### src/rtl/rhsv_pkg.sv
// ----------------------------------------------------------------------------
// rhsv_pkg: shared types and constants for the RGB to HSV converter
// Channel and result widths, pipeline depths and the inter-module structs.
// ----------------------------------------------------------------------------
`timescale 1ns / 1ps

package rhsv_pkg;

  localparam int CHAN_W = 8;
  localparam int HUE_W  = 9;
  localparam int SAT_W  = 17;
  localparam int NUM_W  = 17;

  // Hue sector offsets in degrees.
  localparam logic [HUE_W-1:0] DEG_GREEN = 9'd120;
  localparam logic [HUE_W-1:0] DEG_BLUE  = 9'd240;
  localparam logic [HUE_W-1:0] DEG_FULL  = 9'd360;

  // Front end stages and long division stages.
  localparam int PREP_STAGES   = 4;
  localparam int DIV_STEPS     = SAT_W;
  localparam int DIV_PER_STAGE = 3;
  localparam int DIV_STAGES    = (DIV_STEPS + DIV_PER_STAGE - 1) / DIV_PER_STAGE;
  localparam int PIPE_STAGES   = PREP_STAGES + DIV_STAGES;

  typedef struct packed {
    logic [PIPE_STAGES-1:0] en;
    logic                   out_valid;
    logic                   in_stall;
  } pipe_ctrl_t;

  typedef struct packed {
    logic [CHAN_W-1:0] hi;
    logic [CHAN_W-1:0] spread;
    logic [NUM_W-1:0]  num;
  } prep_out_t;

endpackage

### src/rtl/rhsv_ctrl.sv
// ----------------------------------------------------------------------------
// rhsv_ctrl: pipeline valid tracking and flow control
// Carries one valid bit per stage and lets each stage load when it is empty
// or when the stage after it moves, so bubbles close up under a stall.
// ----------------------------------------------------------------------------
`timescale 1ns / 1ps

module rhsv_ctrl (
  input  logic                 clk,
  input  logic                 rst,
  input  logic                 pixel_valid,
  input  logic                 hsv_stall,
  output rhsv_pkg::pipe_ctrl_t ctrl
);

  localparam int N = rhsv_pkg::PIPE_STAGES;

  logic [N-1:0] valid;
  logic [N-1:0] valid_next;
  logic [N:0]   ready;

  always_comb begin
    ready[N] = !hsv_stall;
    for (int i = N - 1; i >= 0; i--) begin
      ready[i] = !valid[i] || ready[i+1];
    end
  end

  assign valid_next = {valid[N-2:0], pixel_valid};

  always_ff @(posedge clk) begin
    if (rst) begin
      valid <= '0;
    end else begin
      for (int i = 0; i < N; i++) begin
        if (ready[i]) begin
          valid[i] <= valid_next[i];
        end
      end
    end
  end

  assign ctrl.en        = ready[N-1:0];
  assign ctrl.out_valid = valid[N-1];
  assign ctrl.in_stall  = !ready[0];

endmodule

### src/rtl/rhsv_prep.sv
// ----------------------------------------------------------------------------
// rhsv_prep: front end of the converter
// Finds the largest and smallest channel and the hue sector, then forms the
// spread and the hue numerator that the dividers consume.
// ----------------------------------------------------------------------------
`timescale 1ns / 1ps

module rhsv_prep (
  input  logic                                clk,
  input  logic [rhsv_pkg::PREP_STAGES-1:0]    en,
  input  logic [rhsv_pkg::CHAN_W-1:0]         red,
  input  logic [rhsv_pkg::CHAN_W-1:0]         green,
  input  logic [rhsv_pkg::CHAN_W-1:0]         blue,
  output rhsv_pkg::prep_out_t                 prep
);

  localparam int CW = rhsv_pkg::CHAN_W;
  localparam int NW = rhsv_pkg::NUM_W;

  typedef enum logic [1:0] {
    SEC_RED   = 2'd0,
    SEC_GREEN = 2'd1,
    SEC_BLUE  = 2'd2
  } sector_t;

  // Stage 0: input capture.
  logic [CW-1:0] r0, g0, b0;

  always_ff @(posedge clk) begin
    if (en[0]) begin
      r0 <= red;
      g0 <= green;
      b0 <= blue;
    end
  end

  // Stage 1: sector, extremes and the signed channel difference.
  sector_t       sec_c, sec1;
  logic [CW-1:0] hi_c, lo_c, hi1, lo1;
  logic [CW:0]   d_c, d1;

  always_comb begin
    if (r0 >= g0 && r0 >= b0) begin
      sec_c = SEC_RED;
      hi_c  = r0;
      d_c   = {1'b0, g0} - {1'b0, b0};
    end else if (g0 >= b0) begin
      sec_c = SEC_GREEN;
      hi_c  = g0;
      d_c   = {1'b0, b0} - {1'b0, r0};
    end else begin
      sec_c = SEC_BLUE;
      hi_c  = b0;
      d_c   = {1'b0, r0} - {1'b0, g0};
    end
    lo_c = (r0 < g0) ? r0 : g0;
    if (b0 < lo_c) begin
      lo_c = b0;
    end
  end

  always_ff @(posedge clk) begin
    if (en[1]) begin
      sec1 <= sec_c;
      hi1  <= hi_c;
      lo1  <= lo_c;
      d1   <= d_c;
    end
  end

  // Stage 2: spread.
  sector_t       sec2;
  logic [CW-1:0] hi2, spread2;
  logic [CW:0]   d2;

  always_ff @(posedge clk) begin
    if (en[2]) begin
      sec2    <= sec1;
      hi2     <= hi1;
      spread2 <= hi1 - lo1;
      d2      <= d1;
    end
  end

  // Stage 3: numerator = 60 * difference + sector offset * spread. A negative
  // difference in the red sector wraps by a full turn.
  logic [rhsv_pkg::HUE_W-1:0] offset;
  logic [NW-1:0]              off_prod;
  logic signed [NW:0]         d_ext, sixty_d, num_s;

  always_comb begin
    case (sec2)
      SEC_RED:   offset = d2[CW] ? rhsv_pkg::DEG_FULL : '0;
      SEC_GREEN: offset = rhsv_pkg::DEG_GREEN;
      SEC_BLUE:  offset = rhsv_pkg::DEG_BLUE;
      default:   offset = '0;
    endcase
    off_prod = NW'(offset) * NW'(spread2);
    d_ext    = $signed({{(NW - CW){d2[CW]}}, d2});
    sixty_d  = (d_ext <<< 6) - (d_ext <<< 2);
    num_s    = $signed({1'b0, off_prod}) + sixty_d;
  end

  always_ff @(posedge clk) begin
    if (en[3]) begin
      prep.hi     <= hi2;
      prep.spread <= spread2;
      prep.num    <= num_s[NW-1:0];
    end
  end

endmodule

### src/rtl/rhsv_div.sv
// ----------------------------------------------------------------------------
// rhsv_div: pipelined restoring divider
// Divides an 8-bit initial remainder followed by 17 dividend bits by an
// 8-bit divisor, a few quotient bits per stage.
// ----------------------------------------------------------------------------
`timescale 1ns / 1ps

module rhsv_div (
  input  logic                               clk,
  input  logic [rhsv_pkg::DIV_STAGES-1:0]    en,
  input  logic [rhsv_pkg::CHAN_W-1:0]        divisor,
  input  logic [rhsv_pkg::CHAN_W-1:0]        rem_init,
  input  logic [rhsv_pkg::SAT_W-1:0]         dividend,
  output logic [rhsv_pkg::SAT_W-1:0]         quotient
);

  localparam int CW  = rhsv_pkg::CHAN_W;
  localparam int QW  = rhsv_pkg::SAT_W;
  localparam int NS  = rhsv_pkg::DIV_STAGES;
  localparam int PER = rhsv_pkg::DIV_PER_STAGE;

  // The work word shifts dividend bits out at the top and quotient bits in
  // at the bottom; after all steps it holds the quotient.
  typedef struct packed {
    logic [CW-1:0] rem;
    logic [QW-1:0] work;
  } div_state_t;

  function automatic div_state_t div_step(div_state_t st, logic [CW-1:0] dv);
    logic [CW:0] trial;
    div_state_t  res;
    trial    = {st.rem, st.work[QW-1]};
    res.work = {st.work[QW-2:0], 1'b0};
    if (trial >= {1'b0, dv}) begin
      res.rem     = CW'(trial - {1'b0, dv});
      res.work[0] = 1'b1;
    end else begin
      res.rem = trial[CW-1:0];
    end
    return res;
  endfunction

  div_state_t    stg_q  [NS];
  logic [CW-1:0] dvsr_q [NS];

  for (genvar s = 0; s < NS; s++) begin : g_stage
    div_state_t    cur, nxt;
    logic [CW-1:0] dv;

    if (s == 0) begin : g_first
      assign cur.rem  = rem_init;
      assign cur.work = dividend;
      assign dv       = divisor;
    end else begin : g_rest
      assign cur = stg_q[s-1];
      assign dv  = dvsr_q[s-1];
    end

    always_comb begin
      nxt = cur;
      for (int k = 0; k < PER; k++) begin
        if (s * PER + k < rhsv_pkg::DIV_STEPS) begin
          nxt = div_step(nxt, dv);
        end
      end
    end

    always_ff @(posedge clk) begin
      if (en[s]) begin
        stg_q[s]  <= nxt;
        dvsr_q[s] <= dv;
      end
    end
  end

  assign quotient = stg_q[NS-1].work;

endmodule

### src/rtl/rgb_to_hsv_converter_unit.sv
// ----------------------------------------------------------------------------
// rgb_to_hsv_converter_unit: pipelined RGB to HSV pixel converter
// Throughput: one pixel per cycle while hsv_stall is low; the 17-step divider,
//   three quotient bits per stage over six stages, sets the depth.
// Reset: synchronous rst empties the pipeline; no result is pending after it.
// ----------------------------------------------------------------------------
`timescale 1ns / 1ps

// The pipeline is ten register stages deep. Four front end stages register
// the pixel, find the largest and smallest channel and the hue sector, form
// the spread, and build the hue numerator 60 * difference + offset * spread.
// Two identical long dividers then run side by side for six stages: one
// divides the hue numerator by the spread, the other divides spread * 65536
// by the largest channel for saturation. A grey pixel (zero spread) forces
// hue to zero, and a black pixel forces saturation to zero; these flags ride
// along with brightness in a small side pipe.
//
// Each stage loads when it is empty or when the stage after it moves, so a
// stall on the result side holds everything in place without losing or
// repeating a request, and empty slots are squeezed out behind it.

module rgb_to_hsv_converter_unit (
  input  logic                          clk,
  input  logic                          rst,
  input  logic                          pixel_valid,
  output logic                          pixel_stall,
  input  logic [rhsv_pkg::CHAN_W-1:0]   red,
  input  logic [rhsv_pkg::CHAN_W-1:0]   green,
  input  logic [rhsv_pkg::CHAN_W-1:0]   blue,
  output logic                          hsv_valid,
  input  logic                          hsv_stall,
  output logic [rhsv_pkg::HUE_W-1:0]    hue,
  output logic [rhsv_pkg::SAT_W-1:0]    saturation,
  output logic [rhsv_pkg::CHAN_W-1:0]   brightness
);

  localparam int CW = rhsv_pkg::CHAN_W;
  localparam int SW = rhsv_pkg::SAT_W;
  localparam int PS = rhsv_pkg::PREP_STAGES;
  localparam int NS = rhsv_pkg::DIV_STAGES;

  typedef struct packed {
    logic [CW-1:0] hi;
    logic          hue_zero;
    logic          sat_zero;
  } side_t;

  rhsv_pkg::pipe_ctrl_t ctrl;
  rhsv_pkg::prep_out_t  prep;

  rhsv_ctrl u_ctrl (
    .clk         (clk),
    .rst         (rst),
    .pixel_valid (pixel_valid),
    .hsv_stall   (hsv_stall),
    .ctrl        (ctrl)
  );

  rhsv_prep u_prep (
    .clk   (clk),
    .en    (ctrl.en[PS-1:0]),
    .red   (red),
    .green (green),
    .blue  (blue),
    .prep  (prep)
  );

  // Hue divider: the numerator is below 512 times the spread, so its top
  // bits start the remainder at zero and all 17 bits are shifted in.
  logic [SW-1:0] hue_q;

  rhsv_div u_hue_div (
    .clk      (clk),
    .en       (ctrl.en[PS+NS-1:PS]),
    .divisor  (prep.spread),
    .rem_init ('0),
    .dividend (prep.num),
    .quotient (hue_q)
  );

  // Saturation divider: spread * 65536 over the largest channel. The top
  // seven dividend bits (spread >> 1) are already below the divisor, so they
  // seed the remainder and the rest yields exactly 17 quotient bits.
  logic [SW-1:0] sat_q;
  logic [SW-1:0] sat_dividend;

  assign sat_dividend = {prep.spread[0], {(SW - 1){1'b0}}};

  rhsv_div u_sat_div (
    .clk      (clk),
    .en       (ctrl.en[PS+NS-1:PS]),
    .divisor  (prep.hi),
    .rem_init (prep.spread >> 1),
    .dividend (sat_dividend),
    .quotient (sat_q)
  );

  // Side pipe that keeps brightness and the special-case flags in step with
  // the dividers.
  side_t side_in;
  side_t side_q [NS];

  assign side_in.hi       = prep.hi;
  assign side_in.hue_zero = (prep.spread == '0);
  assign side_in.sat_zero = (prep.hi == '0);

  always_ff @(posedge clk) begin
    if (ctrl.en[PS]) begin
      side_q[0] <= side_in;
    end
    for (int s = 1; s < NS; s++) begin
      if (ctrl.en[PS+s]) begin
        side_q[s] <= side_q[s-1];
      end
    end
  end

  assign pixel_stall = ctrl.in_stall;
  assign hsv_valid   = ctrl.out_valid;
  assign hue         = side_q[NS-1].hue_zero ? '0 : hue_q[rhsv_pkg::HUE_W-1:0];
  assign saturation  = side_q[NS-1].sat_zero ? '0 : sat_q;
  assign brightness  = side_q[NS-1].hi;

`ifndef SYNTHESIS
  // With no result waiting, every stage can move, so the input never stalls.
  a_no_stall_when_empty: assert property (@(posedge clk) disable iff (rst)
    !hsv_valid |-> !pixel_stall)
    else $error("pixel request stalled while the result side is empty");

  // A black pixel has neither hue nor saturation.
  a_black_pixel: assert property (@(posedge clk) disable iff (rst)
    (hsv_valid && brightness == '0) |-> (hue == '0 && saturation == '0))
    else $error("black pixel gave nonzero hue or saturation");

  // Results stay within their ranges.
  a_ranges: assert property (@(posedge clk) disable iff (rst)
    hsv_valid |-> (hue < 9'd360 && saturation <= 17'd65536))
    else $error("hue or saturation out of range");

  // A stalled result must not vanish.
  a_result_held: assert property (@(posedge clk) disable iff (rst)
    (hsv_valid && hsv_stall) |=> hsv_valid)
    else $error("stalled result was dropped");
`endif

endmodule
### config.mk
export PLATFORM = sky130hd
export DESIGN_NAME = rgb_to_hsv_converter_unit
export DESIGN_NICKNAME = d
export VERILOG_FILES = /design/src/rtl/rhsv_pkg.sv /design/src/rtl/rhsv_ctrl.sv /design/src/rtl/rhsv_prep.sv /design/src/rtl/rhsv_div.sv /design/src/rtl/rgb_to_hsv_converter_unit.sv
export SDC_FILE = /design/constraint.sdc
export NUM_CORES = 1
export LEC_CHECK = 0
export BUFFER_PORTS_ARGS = -buffer_cell sky130_fd_sc_hd__buf_2
export CAP_MARGIN = 15
export CORE_MARGIN = 5
export CORE_UTILIZATION = 45
export CTS_BUF_LIST = sky130_fd_sc_hd__clkbuf_8
export CTS_CLUSTER_SIZE = 24
export DETAILED_ROUTE_END_ITERATION = 10
export PLACE_DENSITY = 0.64
export SYNTH_ARGS = -nofsm -noshare
export SYNTH_HDL_FRONTEND = slang
export SYNTH_SLANG_ARGS = --single-unit
### constraint.sdc
create_clock -name clk -period 7.1 [get_ports clk]
set_input_delay 1.42 -clock clk [delete_from_list [all_inputs] [get_ports clk]]
set_output_delay 1.42 -clock clk [all_outputs]
set_load 0.02 [all_outputs]
==> parameters.txt <==
Parameter                              Value

Status
  Outcome    finished clean

Synth
  Post-synth EDFFs    402
  Cell count after synthesis    2790
  YS warnings    0
  Top cell type's share of synthesized area    40.5%
  Post-Synthesis Net Count    3218
  Share of flip-flops with an asynchronous set or reset after synthesis    0%
  Post-synthesis cell type count    79
  Synth Register Bits    between 400 and 500
  Biggest area contributors in the synthesized netlist    sky130_fd_sc_hd__edfxtp_1, sky130_fd_sc_hd__ha_1, sky130_fd_sc_hd__mux2_2
  Most instantiated flip-flop cell in the synthesis netlist    sky130_fd_sc_hd__edfxtp_1
  Cell taking the most area after synthesis    sky130_fd_sc_hd__edfxtp_1
  Cell area after synthesis    29800 um^2
  Syn Area/Cell    10.7 um^2
  Share of synthesized area occupied by flip-flops and latches    between 40% and 50%

Placement
  Gpl congestion    approximately 0.9
  Inst Count DP    ~3700
  Port buffer count    63
  HPWL reported at the end of detailed placement    approximately 52 mm
  Post-Place Setup Slack    212 ps

Clocking
  Clk sink count    412
  Clock Path Buffers    3
  Clock transition at the registers of the reported paths    60 ps
  Insertion delay to the later sink of the worst-skew pair    650 ps
  Library cell used as clock root buffer    sky130_fd_sc_hd__clkbuf_8
  TritonCTS clock tree    built
  Inserted Clock Buffers    74
  Number of H-tree levels    3

Setup path
  Largest delay contributor family on the critical path    compound AO/OA/AOI/OAI gates
  Slowest cell delay on critical path    about 470 ps
  Crit path buffers/inverters    1
  Startpoint class of the critical path    flip-flop
  Max stage delay cell, worst path    sky130_fd_sc_hd__a31oi_1
  Crit path cell chain    inv_1 -> ha_1 -> or2_2 -> a21o_1 -> a31oi_1 -> mux2_2 -> ha_1 -> and3_1 -> o21ai_0 -> o21ai_0 -> or4_1 -> nand3_1 -> and3_1 -> mux2_2 -> ha_1 -> o21a_1 -> o31ai_1 -> a21oi_1 -> a41o_1 -> a32o_1 -> a211o_1 -> mux2_2
  Crit Path Class    flip-flop to flip-flop
  Kind of capture point of the worst setup path    flip-flop
  Data required time at the worst endpoint    7480 ps
  Maximum fanout encountered on the critical timing path    11
  Worst path arrival time    7070 ps
  Slack of the worst reg-to-reg path    410 ps

Drt
  Via count normalized by instance count    between 5 and 6
  First DRT Iteration DRCs    1113
  Average routed wire per standard cell    17.2 um
  Routed vias    21000
  First-pass DRT Iterations    5
  Drt drc    0
  Remaining antenna violation count after routing    0
  Routed Wire Length    66.6 mm

STA
  Final clock period utilization by the worst path    94.3%
  Number of max-slew violations in the final report    0
  Clock skew after layout    22.8 ps
  Setup tns final    0 ps
  Fin. Hold Viols    0
  PnR worst setup slack    407 ps
  Final min period    6690 ps
  Number of setup violations in the final report    0
  Worst slew slack as a fraction of its limit    between 20 and 30%
  Maximum clock rate    ~150 MHz
  RSZ-0062 raised after global routing    false
  Worst Tran Pin Value    1110 ps

Final layout
  Post-layout instance count excluding filler cells    3864
  Proportion of layout cells with a drive suffix above 1    12.8%
  Highest-count cells in the layout ignoring fill and taps    sky130_fd_sc_hd__edfxtp_1, sky130_fd_sc_hd__ha_1, sky130_fd_sc_hd__inv_1
  Core occupancy in the finished layout    between 50% and 60%
  Signed area change from the synthesized netlist to the final layout    10.7%
  Most common cell after layout, fill and taps aside    sky130_fd_sc_hd__edfxtp_1
  Number of nets at the end of the flow    3367

Global routing
  Fraction of met2 tracks used by global routing    32.5%
  Met3 global-route usage    3.00%
  Tot GR Track Use    18.4%
  Wire length of the first global-routing pass    109 mm
  Total grt overflow    0
  Maximum number of pins on one net before global-route repair    57
  Routing layer with the top usage in global route    met2
  GRT met1 Usage    about a quarter
  Number of global-route vias before repair    approximately 21000
  Antenna violations before repair    2

Die
  Die Outline Area    about 70000 um^2
  Row Count    94
  Core area    65700 um^2
  Height of the chip    267 um
  Width of the chip    267 um
  Initial standard-cell utilization of the core    45.3%
  I/O pin cnt    64

Hold path
  Type of the tightest min-delay check    flip-flop to flip-flop

Flow run
  Reported max-cap violation count    0
==> registers in the layout (all words and copies together) (netlist names) <==
register,flops
u_sat_div.stg_q,102
u_hue_div.stg_q,91
side_q,56
u_hue_div.dvsr_q,40
u_prep.prep,31
u_ctrl.valid,10
u_prep.d1,9
u_prep.d2,9
u_prep.b0,8
u_prep.g0,8
u_prep.hi1,8
u_prep.hi2,8
u_prep.lo1,8
u_prep.r0,8
u_prep.spread2,8
u_sat_div.dvsr_q,4
u_prep.sec1,2
u_prep.sec2,2
==> cell type report <==
class	count	area, um^2
Inverter	308	1160
Sequential cell	412	12300
Fill cell	5804	32700
Antenna cell	2	5.00
Clock inverter	51	380
Tap cell	864	1080
Timing Repair Buffer	110	681
Multi-Input combinational cell	2033	16300
Clock buffer	84	1160
==> cells by family after synthesis <==
group,count (synthesis),share of synthesized area (%)
XOR/XNOR,179,5.26
multiplexers,173,6.31
adder cells (fa/ha/maj),400,18.3
flip-flops,412,41.2
AO/OA/AOI/OAI,611,13.1
AND/OR/NAND/NOR,670,11.4
buffers and inverters,345,4.46
==> what timing repair did <==
item                                    in CTS  in global routing
hold buffers                                 0                  0
endpoints found under the setup margin       0                 39
setup buffers                                0                  3
endpoints found under the hold margin        0                  0
gates resized for setup                      0                 13
==> stage by stage <==
step	hold WS (ps)	instance area, um^2
2_1_floorplan	400	29800
3_3_place_gp	400	31400
3_5_place_dp	405	31400
4_1_cts	407	32900
5_1_grt	421	33000
6_report	406	33000
==> synth_stat cells (19+ instances only) <==
cell	n
sky130_fd_sc_hd__o21ai_0	161
sky130_fd_sc_hd__a21oi_1	166
sky130_fd_sc_hd__a21o_1	58
sky130_fd_sc_hd__o21a_1	47
sky130_fd_sc_hd__nor3_1	57
sky130_fd_sc_hd__o21bai_1	24
sky130_fd_sc_hd__xnor2_1	127
sky130_fd_sc_hd__ha_1	338
sky130_fd_sc_hd__xor2_1	52
sky130_fd_sc_hd__and3_1	19
sky130_fd_sc_hd__edfxtp_1	402
sky130_fd_sc_hd__clkbuf_1	26
sky130_fd_sc_hd__mux2i_1	53
sky130_fd_sc_hd__or2_2	20
sky130_fd_sc_hd__inv_1	307
sky130_fd_sc_hd__nand4_1	31
sky130_fd_sc_hd__nor2b_1	89
sky130_fd_sc_hd__mux2_2	120
sky130_fd_sc_hd__nor2_1	187
sky130_fd_sc_hd__nand2_1	119
sky130_fd_sc_hd__nand3_1	32
sky130_fd_sc_hd__a211oi_1	21
sky130_fd_sc_hd__and2_1	31
sky130_fd_sc_hd__fa_1	62
sky130_fd_sc_hd__nand2b_1	38
==> worst reg2reg max path, cell delays in order, from the launching register on <==
cell	delay, ps
sky130_fd_sc_hd__edfxtp_1	440
sky130_fd_sc_hd__inv_1	190
sky130_fd_sc_hd__ha_1	300
sky130_fd_sc_hd__or2_2	310
sky130_fd_sc_hd__a21o_1	230
sky130_fd_sc_hd__a31oi_1	470
sky130_fd_sc_hd__mux2_2	420
sky130_fd_sc_hd__ha_1	340
sky130_fd_sc_hd__and3_1	200
sky130_fd_sc_hd__o21ai_0	60
sky130_fd_sc_hd__o21ai_0	120
sky130_fd_sc_hd__or4_1	440
sky130_fd_sc_hd__nand3_1	130
sky130_fd_sc_hd__and3_1	260
sky130_fd_sc_hd__mux2_2	370
sky130_fd_sc_hd__ha_1	330
sky130_fd_sc_hd__o21a_1	140
sky130_fd_sc_hd__o31ai_1	280
sky130_fd_sc_hd__a21oi_1	170
sky130_fd_sc_hd__a41o_1	240
sky130_fd_sc_hd__a32o_1	210
sky130_fd_sc_hd__a211o_1	450
sky130_fd_sc_hd__mux2_2	360
==> worst paths after layout <==
check / start / end / depth (start not counted)
setup reg to reg: side_q[1][7] / u_sat_div.stg_q[2][24] / 22
hold reg to reg: u_hue_div.stg_q[2][0] / u_hue_div.stg_q[3][3] / 0
setup / recovery: side_q[1][7] / u_sat_div.stg_q[2][24] / 22
hold / removal: u_hue_div.stg_q[2][0] / u_hue_div.stg_q[3][3] / 0
==> layer usage <==
layer	wire length (um)	vias up	part of all wire, %
li1	-	10400	-
met1	29200	10000	44
met2	32800	432	49
met3	2700	132	4.0
met4	1890	0	2.8
met5	0	-	0
Power is not shown: default switching activity piles up to over one toggle a cycle in this logic, so the estimate is an artifact.
